==> src/hdl/rlre_pkg.sv <==
`default_nettype none
package rlre_pkg;

   localparam int MAX_WIDTH     = 4096;
   localparam int MAX_ROW_GROUP = 256;
   localparam int MAX_RUN       = 128;

   localparam int COL_W  = $clog2(MAX_WIDTH);   // store index
   localparam int LW_W   = 13;                  // line_width register
   localparam int PH_W   = 16;                  // page_height register
   localparam int MODE_W = 2;
   localparam int CSR_W  = 16;
   localparam int IDX_W  = 2;
   localparam int RC_W   = 9;
   localparam int RUN_W  = 8;

   localparam logic [IDX_W-1:0] CSR_LINE_WIDTH  = 2'd0;
   localparam logic [IDX_W-1:0] CSR_PAGE_HEIGHT = 2'd1;
   localparam logic [IDX_W-1:0] CSR_PIXEL_MODE  = 2'd2;

   // one queued command beat
   typedef struct packed {
      logic       is_pull;
      logic [7:0] chan_0;
      logic [7:0] chan_1;
      logic [7:0] chan_2;
      logic [7:0] chan_3;
   } cmd_type;

endpackage
`default_nettype wire

==> src/hdl/rlre_front.sv <==
`default_nettype none
module rlre_front (
   input  wire logic            clock,
   input  wire logic            reset,
   input  wire logic            req_valid,
   output logic                 req_stall,
   input  wire logic            req_command,
   input  wire logic [7:0]      req_chan_0,
   input  wire logic [7:0]      req_chan_1,
   input  wire logic [7:0]      req_chan_2,
   input  wire logic [7:0]      req_chan_3,
   output logic                 q_valid,
   output rlre_pkg::cmd_type    q_item,
   input  wire logic            q_pop
);
   import rlre_pkg::*;

   cmd_type    slot_ff [2];
   logic       wp_ff, wp_in, rp_ff, rp_in;
   logic [1:0] cnt_ff, cnt_in;
   logic       push;
   cmd_type    beat;

   always_comb begin
      beat.is_pull = req_command;
      beat.chan_0  = req_chan_0;
      beat.chan_1  = req_chan_1;
      beat.chan_2  = req_chan_2;
      beat.chan_3  = req_chan_3;
   end

   assign req_stall = (cnt_ff == 2'd2);
   assign push      = req_valid && !req_stall;
   assign q_valid   = (cnt_ff != 2'd0);
   assign q_item    = slot_ff[rp_ff];

   always_comb begin
      wp_in  = push ? ~wp_ff : wp_ff;
      rp_in  = q_pop ? ~rp_ff : rp_ff;
      cnt_in = cnt_ff + {1'b0, push} - {1'b0, q_pop};
   end

   always_ff @(posedge clock) begin
      if (push) begin
         slot_ff[wp_ff] <= beat;
      end
      if (reset) begin
         wp_ff  <= 1'b0;
         rp_ff  <= 1'b0;
         cnt_ff <= 2'd0;
      end else begin
         wp_ff  <= wp_in;
         rp_ff  <= rp_in;
         cnt_ff <= cnt_in;
      end
   end

endmodule
`default_nettype wire

==> config.mk <==
export PLATFORM = sky130hd
export DESIGN_NAME = rlre_front
export DESIGN_NICKNAME = d
export VERILOG_FILES = /design/src/hdl/rlre_pkg.sv /design/src/hdl/rlre_front.sv
export SDC_FILE = /design/constraint.sdc
export NUM_CORES = 1
export LEC_CHECK = 0
export BUFFER_PORTS_ARGS = -buffer_cell sky130_fd_sc_hd__buf_2
export CAP_MARGIN = 20
export CORE_ASPECT_RATIO = 1.75
export CORE_MARGIN = 2
export CORE_UTILIZATION = 45
export CTS_CLUSTER_DIAMETER = 120
export DETAILED_ROUTE_END_ITERATION = 8
export PLACE_DENSITY = 0.7
export SLEW_MARGIN = 20
export SYNTH_ARGS = -nofsm -noshare
export SYNTH_HDL_FRONTEND = slang
export SYNTH_SLANG_ARGS = --single-unit
==> constraint.sdc <==
create_clock -name clock -period 5.63 [get_ports clock]
set_input_delay 0.8445 -clock clock [delete_from_list [all_inputs] [get_ports clock]]
set_output_delay 0.8445 -clock clock [all_outputs]
set_load 0.01 [all_outputs]
==> flow_summary.yaml, run 1 <==
clock_network:
  cts_resized: 0
  postCtsHoldBufs: 0
  clkTransAtPathRegs_ns: 0.06
  cts_sinks: 71
  cts_buffers: 9
  cts_root_buf: "clkbuf_8"
  cts_setup_buffers: 0
  worstSkewPairLatency_ns: 0.33
  htree_levels: 3
  cts_buffer_depth: 2
  tritoncts: "done"
setup_path:
  criticalPathCategory: "reg -> out"
  critPathSlowestCell: "mux2_2"
  path_cells: "buf_4 -> mux2_2 -> buf_2"
  critPathMaxStageDelay_ns: 0.40
  critPathArrivalTime_ns: 1.55
  r2r_end: "slot_ff[0][15]"
  r2r_start: "cnt_ff[0]"
  cp.required_ns: 4.79
  reg2reg_slack_ns: 3.95
  reg2reg_depth: 5
  cp_top_family: "buffers and inverters"
  crit_fanout: 33
  path_buf_inv: 2
  critical_path.endpoint_type: "output port"
  worstSetupStartpointType: "register"
run_status:
  status: "completed"
cells_and_area:
  final_nets: 247
  antenna_cells: 0
  nFillCells: 498
  multiInputGateArea_um2: 483
  regArea_mm2: 0.00208
  drive_gt1_share_pct: 56.8
  finalNonFillerCells: 289
  area_growth_pct: 23.1
global_routing:
  grt_pass1_vias: 1397
  grt_pass1_wl_um: 6360
  antenna_found_initial: 0
  grt_usage_pct: 14.0
  grt_max_degree: 34
  grt-ovfl-total: 0
timing:
  setup_viol: 0
  finClkSkew_ns: 0.00571
  hold_slack_ns: 0.501
  tightest_slew_ns: 0.777
  post-route-period-util_pct: 42.6
  rsz0062_at_grt: "no"
  relSlewSlack_pct: 48.2
  finalHoldViolCount: 0
  period_needed_ns: 2.40
  max_clock_freq_mhz: 417
  tns_ns: 0
  worst_slack_ns: 3.23
  drv_slew: 0
routing:
  wire_per_inst_um: 14.3
  totalWireLength_um: 4120
  first_pass_iters: 4
  via_per_inst: 4.66
  ant_nets: 0
  drtIter0Drc: 31
  remaining_drc_errors: 0
  routed-via-count: 1348
pwr:
  ir_drop_mv: 0.252
  total_power_mw: 1.26
  leakage_nw: 1.24
  powerDensity_mw_per_mm2: 390
die:
  ios: 72
  fp.dieW_um: 61.7
  row_count: 36
  dieHeight_um: 105
  core_area_mm2: 0.00559
  die-area_mm2: 0.00647
  initial_core_util_pct: 46.9
placement:
  dpl.hpwl_um: 2740
  place.port_buffers: 71
  dpl.cell_count: 273
  gp_congestion: 0.742
  dpl_worst_slack_ns: 3.44
worst_hold_path:
  hold_class: "reg -> reg"
  whs_path_depth: 2
  holdCritStartpoint: "wp_ff"
  worstHoldEndpoint: "wp_ff"
synth:
  synth_seq_area_share_pct: 79.5
  synth_cells: 128
  syn_area_per_cell_um2: 20.5
  synth_nets: 167
  ys_warn_count: 0
  yosys_register_bits: 71
  yosysUniqueCellTypes: 19
  syn_area_mm2: 0.00262
job:
  cap_violations: 0
-- sequential cells by signal (all words and copies together) (netlist names), named ones only --
register  count
slot_ff      66
cnt_ff        2
rp_ff         1
wp_ff         1
-- kinds of logic (layout without fill, tap and decap cells) --
group / after synthesis / after routing / share of synthesized area (%)
simple gates: 9 / 9 / 1.91
compound gates: 2 / 2 / 0.382
mux: 33 / 33 / 14.2
xor+xnor: 3 / 3 / 1.00
fa+ha+maj: 2 / 2 / 0.955
buf+inv: 8 / 93 / 2.05
flops: 71 / 71 / 79.5
-- cell type report --
type | count | share of cell area, %
Tap cell | 76 | 2.95
Timing Repair Buffer | 73 | 11.5
Inverter | 4 | 0.466
Multi-Input combinational cell | 49 | 15.0
Clock buffer | 9 | 3.84
Sequential cell | 71 | 64.6
Clock inverter | 7 | 1.67
-- worst max-delay path by stage --
stage,from,end,slack [ns],cells after the start
3_3_place_gp,req_valid,slot_ff[0][25],3.48,5
4_1_cts,register,q_item[23],3.17,3
5_1_grt,register,q_item[23],3.13,3
2_1_floorplan,req_valid,slot_ff[0][0],3.35,3
6_report,register,q_item[26],3.23,3
3_5_place_dp,req_valid,slot_ff[0][22],3.44,5
-- power breakdown --
group          internal, mW  switching, mW
Combinational         0.100          0.119
Sequential            0.661         0.0171
Clock                 0.196          0.165
Total                 0.957          0.302
-- stage by stage --
| step | utilization (%) | instance area, um2 |
|---|---|---|
| after floorplan | - | 2620 |
| after global placement | 54.5 | 3050 |
| after detailed placement | 54.5 | 3050 |
| after CTS | 57.7 | 3220 |
| after global routing | 57.7 | 3220 |
| final | 57.7 | 3220 |
-- synthesized netlist by cell type --
master	number	area share [%]
edfxtp_1	66	76
mux2_2	33	14
dfxtp_1	5	3.8
buf_6	3	1.3
inv_1	3	0.43
nor2_1	3	0.43
ha_1	2	0.96
xnor2_1	2	0.67
a21oi_1	1	0.19
and3_2	1	0.29
buf_2	1	0.19
inv_2	1	0.14
nand2_1	1	0.14
nand2b_2	1	0.33
nor2b_1	1	0.24
o21ai_0	1	0.19
or2_2	1	0.24
or3_1	1	0.24
xor2_1	1	0.33
-- layer usage --
metal,global-route usage [%],vias up,routed length [um]
met1,14.0,656,1480
li1,-,644,-
met4,7.14,0,93
met5,0,-,0
met3,7.05,9,258
met2,22.6,39,2290
-- tightest hold or removal path, cell delays in order, from the launching register on --
cell     delay, ns
dfxtp_1       0.32
o21ai_0       0.07
a21oi_1       0.06
-- layout by cell type (no fill, tap or decap), types with 2 or more instances in the layout --
cell type and count:
mux2_2 33, buf_2 71, edfxtp_1 66, xnor2_1 2, dfxtp_1 5, ha_1 2
clkbuf_8 9, buf_4 2, nor2_1 3, clkinv_1 5, inv_1 3
No activity file was read; power rests on OpenSTA's default activity.
==> inputs of run 2 (changes only) <==
--- a/config.mk
+++ b/config.mk
@@ -5,6 +5,7 @@
 export SDC_FILE = /design/constraint.sdc
 export NUM_CORES = 1
 export LEC_CHECK = 0
+export ABC_AREA = 1
 export BUFFER_PORTS_ARGS = -buffer_cell sky130_fd_sc_hd__buf_2
 export CAP_MARGIN = 20
 export CORE_ASPECT_RATIO = 1.75
@@ -12,7 +13,7 @@
 export CORE_UTILIZATION = 45
 export CTS_CLUSTER_DIAMETER = 120
 export DETAILED_ROUTE_END_ITERATION = 8
-export PLACE_DENSITY = 0.7
+export PLACE_DENSITY = 0.72
 export SLEW_MARGIN = 20
 export SYNTH_ARGS = -nofsm -noshare
 export SYNTH_HDL_FRONTEND = slang
==> constraint.sdc (replaced) <==
create_clock -name clock -period 2 [get_ports clock]
set_input_delay 0.3 -clock clock [delete_from_list [all_inputs] [get_ports clock]]
set_output_delay 0.3 -clock clock [all_outputs]
set_load 0.01 [all_outputs]
==> run 2 against run 1 <==
Effect of this change:
- critical path depth is the same
- non-clock buffer count grew 4
- global-route usage grew 0.53 points
- die area grew 5.5%
- flip-flop and latch count is the same
- sequential share of layout area shrank 4.7 points
- combinational power grew 140%
- area after synthesis grew 5.8%
- wire length grew 7.5%
- sequential power grew to 2.7 times the previous value
- register-to-register slack lost 3.5 ns
- count of clock-buffer cells in the layout is the same
- highest routed layer unchanged
==> flow_summary.yaml, run 2 <==
die:
  die-area_mm2: 0.00682
  fp.dieW_um: 63.3
  ios: 72
  initial_core_util_pct: 46.7
  core_area_mm2: 0.00593
  row_count: 37
  dieHeight_um: 108
pwr:
  leakage_nw: 1.43
  powerDensity_mw_per_mm2: 1090
  ir_drop_mv: 1.07
  total_power_mw: 3.78
timing:
  max_clock_freq_mhz: 527
  tightest_slew_ns: 0.316
  setup_viol: 0
  finClkSkew_ns: 0.00357
  tns_ns: 0
  rsz0062_at_grt: "no"
  finalHoldViolCount: 0
  drv_slew: 0
  relSlewSlack_pct: 79.0
  post-route-period-util_pct: 94.9
  period_needed_ns: 1.90
placement:
  place.port_buffers: 71
  dpl.cell_count: 287
  gp_congestion: 0.697
  dpl.hpwl_um: 3190
synth:
  syn_area_mm2: 0.00277
  synthFlopType: "edfxtp_1"
  yosys_register_bits: 71
  synth_common_cells: "edfxtp_1, mux2_4, inv_1"
  syn_area_per_cell_um2: 20.4
  synthArstFlopShare_pct: 0
  yosysUniqueCellTypes: 13
  yosys.cell_count.top_type: "edfxtp_1"
  synth_cells: 136
  synth_edf_count: 66
  synth.largest_area_cell: "edfxtp_1"
  synth_nets: 175
  ys_warn_count: 0
  synth_seq_area_share_pct: 75.2
  ys_top_cells_by_area: "edfxtp_1, mux2_4, dfxtp_1"
  synth_top_area_share_pct: 71.5
clock_network:
  cts_sinks: 71
  clkTransAtPathRegs_ns: 0.07
  postCtsHoldBufs: 0
  worstSkewPairLatency_ns: 0.34
  cts_buffer_depth: 2
  cts_buffers: 9
  cts_resized: 0
  cts_setup_buffers: 0
  htree_levels: 3
  tritoncts: "done"
  cts_root_buf: "clkbuf_8"
routing:
  totalWireLength_um: 4430
  drtIter0Drc: 37
  remaining_drc_errors: 0
  routed-via-count: 1392
  via_per_inst: 4.59
  first_pass_iters: 4
  wire_per_inst_um: 14.6
  ant_nets: 0
cells_and_area:
  nFillCells: 503
  multiInputGateArea_um2: 594
  final_common_cell: "buf_2"
  final_cell_mix: "buf_2, edfxtp_1, mux2_4"
  finalNonFillerCells: 303
  regArea_mm2: 0.00208
  regMostFlops: "slot_ff"
  final_nets: 259
  area_growth_pct: 25.5
  largest_register_ffs: 66
  drive_gt1_share_pct: 56.0
  antenna_cells: 0
  largestRegisters: "slot_ff x66, cnt_ff x2"
setup_path:
  cp.required_ns: 1.70
  critical_path.endpoint_type: "output port"
  criticalPathCategory: "reg -> out"
  critPathArrivalTime_ns: 1.60
  r2r_start: "cnt_ff[0]"
  crit_fanout: 9
  worstSetupStartpointType: "register"
global_routing:
  grt_max_degree: 18
  antenna_found_initial: 0
  grt_usage_pct: 14.5
  grt_pass1_wl_um: 6960
  grt-ovfl-total: 0
  grt_pass1_vias: 1478
run_status:
  status: "completed"
worst_hold_path:
  hold_class: "in -> reg"
  holdCritStartpoint: "req_chan_3[5]"
job:
  cap_violations: 0
==> run 2: per-stage QoR <==
| stage | area, um2 | setup slack [ns] | hold slack (ns) | utilization (%) |
|---|---|---|---|---|
| finish | 3480 | 0.103 | 0.145 | 58.7 |
| global route | 3480 | 0.00166 | 0.120 | 58.7 |
| CTS | 3480 | 0.0539 | 0.115 | 58.7 |
| detailed placement | 3220 | 0.424 | 0.491 | 54.3 |
| global placement | 3220 | 0.477 | 0.487 | 54.3 |
| floorplan | 2770 | 0.189 | 0.371 | - |
==> run 2: cells by family after synthesis <==
group	share of synthesized area (%)
xor gates and xnor gates	0.316
DFF	75.2
muxes	17.5
and+or+nand+nor	2.12
AOI/OAI and AO/OA	0.361
buffers and inverters	3.66
adders and majority gates	0.903
==> run 2: final timing paths <==
path | end | slack [ns] | depth (start not counted)
min | slot_ff[1][5] | 0.14 | 1
max | q_item[19] | 0.10 | 3
max reg2reg | cnt_ff[1] | 0.41 | 10
min reg2reg | rp_ff | 0.52 | 2
==> run 2: worst max-delay path, cell delays in order, from the launching register on <==
cell     delay (ns)
dfxtp_2        0.52
buf_4          0.28
mux2_4         0.32
buf_2          0.14
==> run 2: cell type report <==
class	instances	share of cell area, %
sequential	71	59.9
clock inverter	7	3.89
clock buffer	9	3.56
tap	78	2.81
multi-input combinational	53	17.1
timing repair buffer	77	11.9
inverter	8	0.864
==> run 2: per-layer routing <==
| layer | track usage, % | wire length (um) | part of all wire [%] | vias to the layer above |
|---|---|---|---|---|
| li1 | - | - | - | 676 |
| met1 | 13.4 | 1490 | 34 | 667 |
| met2 | 26.0 | 2610 | 59 | 42 |
| met3 | 6.17 | 234 | 5.3 | 7 |
| met4 | 8.39 | 102 | 2.3 | 0 |
| met5 | 0 | 0 | 0 | - |
==> run 2: where the power goes <==
group	internal, mW	switching, mW
logic	0.266	0.253
registers	1.77	0.0464
clock network	0.945	0.491
total	2.98	0.791
==> inputs of run 3 (changes only) <==
--- a/config.mk
+++ b/config.mk
@@ -10,10 +10,10 @@
 export CAP_MARGIN = 20
 export CORE_ASPECT_RATIO = 1.75
 export CORE_MARGIN = 2
-export CORE_UTILIZATION = 45
+export CORE_UTILIZATION = 43
 export CTS_CLUSTER_DIAMETER = 120
 export DETAILED_ROUTE_END_ITERATION = 8
-export PLACE_DENSITY = 0.72
+export PLACE_DENSITY = 0.7
 export SLEW_MARGIN = 20
 export SYNTH_ARGS = -nofsm -noshare
 export SYNTH_HDL_FRONTEND = slang
==> run 3 against run 2 <==
Effect of this change:
- combinational power about the same
- critical path depth unchanged
- critical path type unchanged
- die area increased by 4.4%
- count of clock-buffer cells in the layout increased by 7
- largest power group unchanged
- total power decreased by 11%
- cell count increased by 0.66%
- worst setup slack improved by 0.066 ns
- hold slack improved by 0.0059 ns
- highest routed layer unchanged
- first-iteration DRC count decreased by 38%
- non-clock buffer count unchanged
- wire length decreased by 1.2%
==> flow_summary.yaml, run 3 (same netlist as run 2, synthesis figures left out) <==
timing:
  drv_slew: 0
  period_needed_ns: 1.83
  max_clock_freq_mhz: 546
  rsz0062_at_grt: "no"
  finalHoldViolCount: 0
  finClkSkew_ns: 0.00577
  tns_ns: 0
  setup_viol: 0
  relSlewSlack_pct: 74.1
  post-route-period-util_pct: 91.6
  tightest_slew_ns: 0.388
die:
  dieHeight_um: 110
  row_count: 38
  ios: 72
  core_area_mm2: 0.00623
  initial_core_util_pct: 44.5
  fp.dieW_um: 64.7
  die-area_mm2: 0.00713
pwr:
  powerDensity_mw_per_mm2: 987
  pwr-share-clk_pct: 30.2
  internal_power_mw: 2.59
  ir_drop_mv: 0.551
  p_switching_mw: 0.752
  leakage_nw: 1.39
  total_power_mw: 3.34
  p_sw_share_pct: 22.5
  seqPwrFrac_pct: 54.2
  combinationalPowerShare_pct: 15.6
clock_network:
  postCtsHoldBufs: 0
  cts_sinks: 71
  cts_buffer_depth: 2
  tritoncts: "done"
  worstSkewPairLatency_ns: 0.33
  cts_resized: 0
  cts_root_buf: "clkbuf_8"
  clkTransAtPathRegs_ns: 0.07
  cts_setup_buffers: 0
  cts_buffers: 9
  htree_levels: 3
routing:
  routed-via-count: 1409
  via_per_inst: 4.62
  first_pass_iters: 3
  ant_nets: 0
  drtIter0Drc: 23
  wire_per_inst_um: 14.4
  totalWireLength_um: 4380
  remaining_drc_errors: 0
placement:
  dpl.hpwl_um: 3200
  place.port_buffers: 71
  gp_congestion: 0.688
worst_hold_path:
  hold_class: "in -> reg"
  holdCritStartpoint: "req_chan_1[7]"
setup_path:
  reg2reg_depth: 10
  cp_top_family: "buffers and inverters"
  critPathSlowestCell: "mux2_2"
  critical_path.endpoint_type: "output port"
  path_cells: "buf_4 -> mux2_2 -> buf_2"
  r2r_start: "cnt_ff[0]"
  r2r_end: "cnt_ff[1]"
  path_buf_inv: 2
  crit_fanout: 22
  critPathArrivalTime_ns: 1.53
  criticalPathCategory: "reg -> out"
  worstSetupStartpointType: "register"
  worst-path-stages: 3
  critPathMaxStageDelay_ns: 0.38
  critPathCapture: "q_item[1]"
  cp.required_ns: 1.70
  reg2reg_slack_ns: 0.48
cells_and_area:
  final_common_cell: "buf_2"
  final_nets: 259
  final_cell_mix: "buf_2, edfxtp_1, mux2_4"
  area_growth_pct: 22.3
  largestRegisters: "slot_ff x66, cnt_ff x2"
  regMostFlops: "slot_ff"
  antenna_cells: 0
  largest_register_ffs: 66
  drive_gt1_share_pct: 55.1
  fin_util_pct: 54.4
global_routing:
  grt_pass1_wl_um: 6470
  grt_usage_pct: 13.2
  grt_pass1_vias: 1444
  antenna_found_initial: 0
  grt_max_degree: 23
  grt-ovfl-total: 0
run_status:
  status: "completed"
job:
  cap_violations: 0
run 3: cell count changes in the layout (fill, tap and decap cells not counted):
| cell | previous run | this run |
|---|---|---|
| bufinv_16 | 4 | 0 |
| clkbuf_1 | 0 | 4 |
| clkbuf_8 | 9 | 12 |
| clkinv_1 | 2 | 0 |
| buf_12 | 1 | 0 |
| buf_4 | 5 | 6 |
| clkinvlp_4 | 1 | 0 |
run 3: worst min path at each step:
stage	to	slack [ns]	cells after the start
after floorplan	cnt_ff[0]	0.37	1
after global placement	slot_ff[0][25]	0.49	1
after detailed placement	slot_ff[0][23]	0.49	1
after CTS	slot_ff[1][10]	0.13	1
after global routing	slot_ff[1][10]	0.13	1
final	slot_ff[1][23]	0.15	1
run 3: final cells by class:
type | count | area, um2
clock buffer | 16 | 180
fill | 511 | 2840
inverter | 8 | 30.0
multi-input combinational | 53 | 594
sequential | 71 | 2080
tap | 80 | 100
timing repair buffer | 77 | 400
run 3: layer usage:
metal	up-vias	share of wire [%]	global-route usage [%]
met4	0	3.2	10.2
met1	678	34	11.0
li1	676	-	-
met2	43	58	25.2
met3	12	4.6	3.65
met5	-	0	0
run 3: power groups by stage:
stage | combinational (mW) | sequential, mW | clock (mW)
CTS | 0.537 | 1.81 | 1.05
floorplan | 0.359 | 1.83 | 0
detailed placement | 0.536 | 1.84 | 0
global route | 0.568 | 1.82 | 1.10
global placement | 0.526 | 1.84 | 0
finish | 0.523 | 1.81 | 1.01
run 3: per-stage QoR:
stage	instances	hold slack [ns]	setup slack [ns]	cell area, um2
final	305	0.151	0.169	3390
after global routing	305	0.132	0.0980	3390
after CTS	305	0.129	0.126	3390
after detailed placement	289	0.492	0.477	3210
after global placement	289	0.487	0.515	3210
after floorplan	136	0.371	0.189	2770
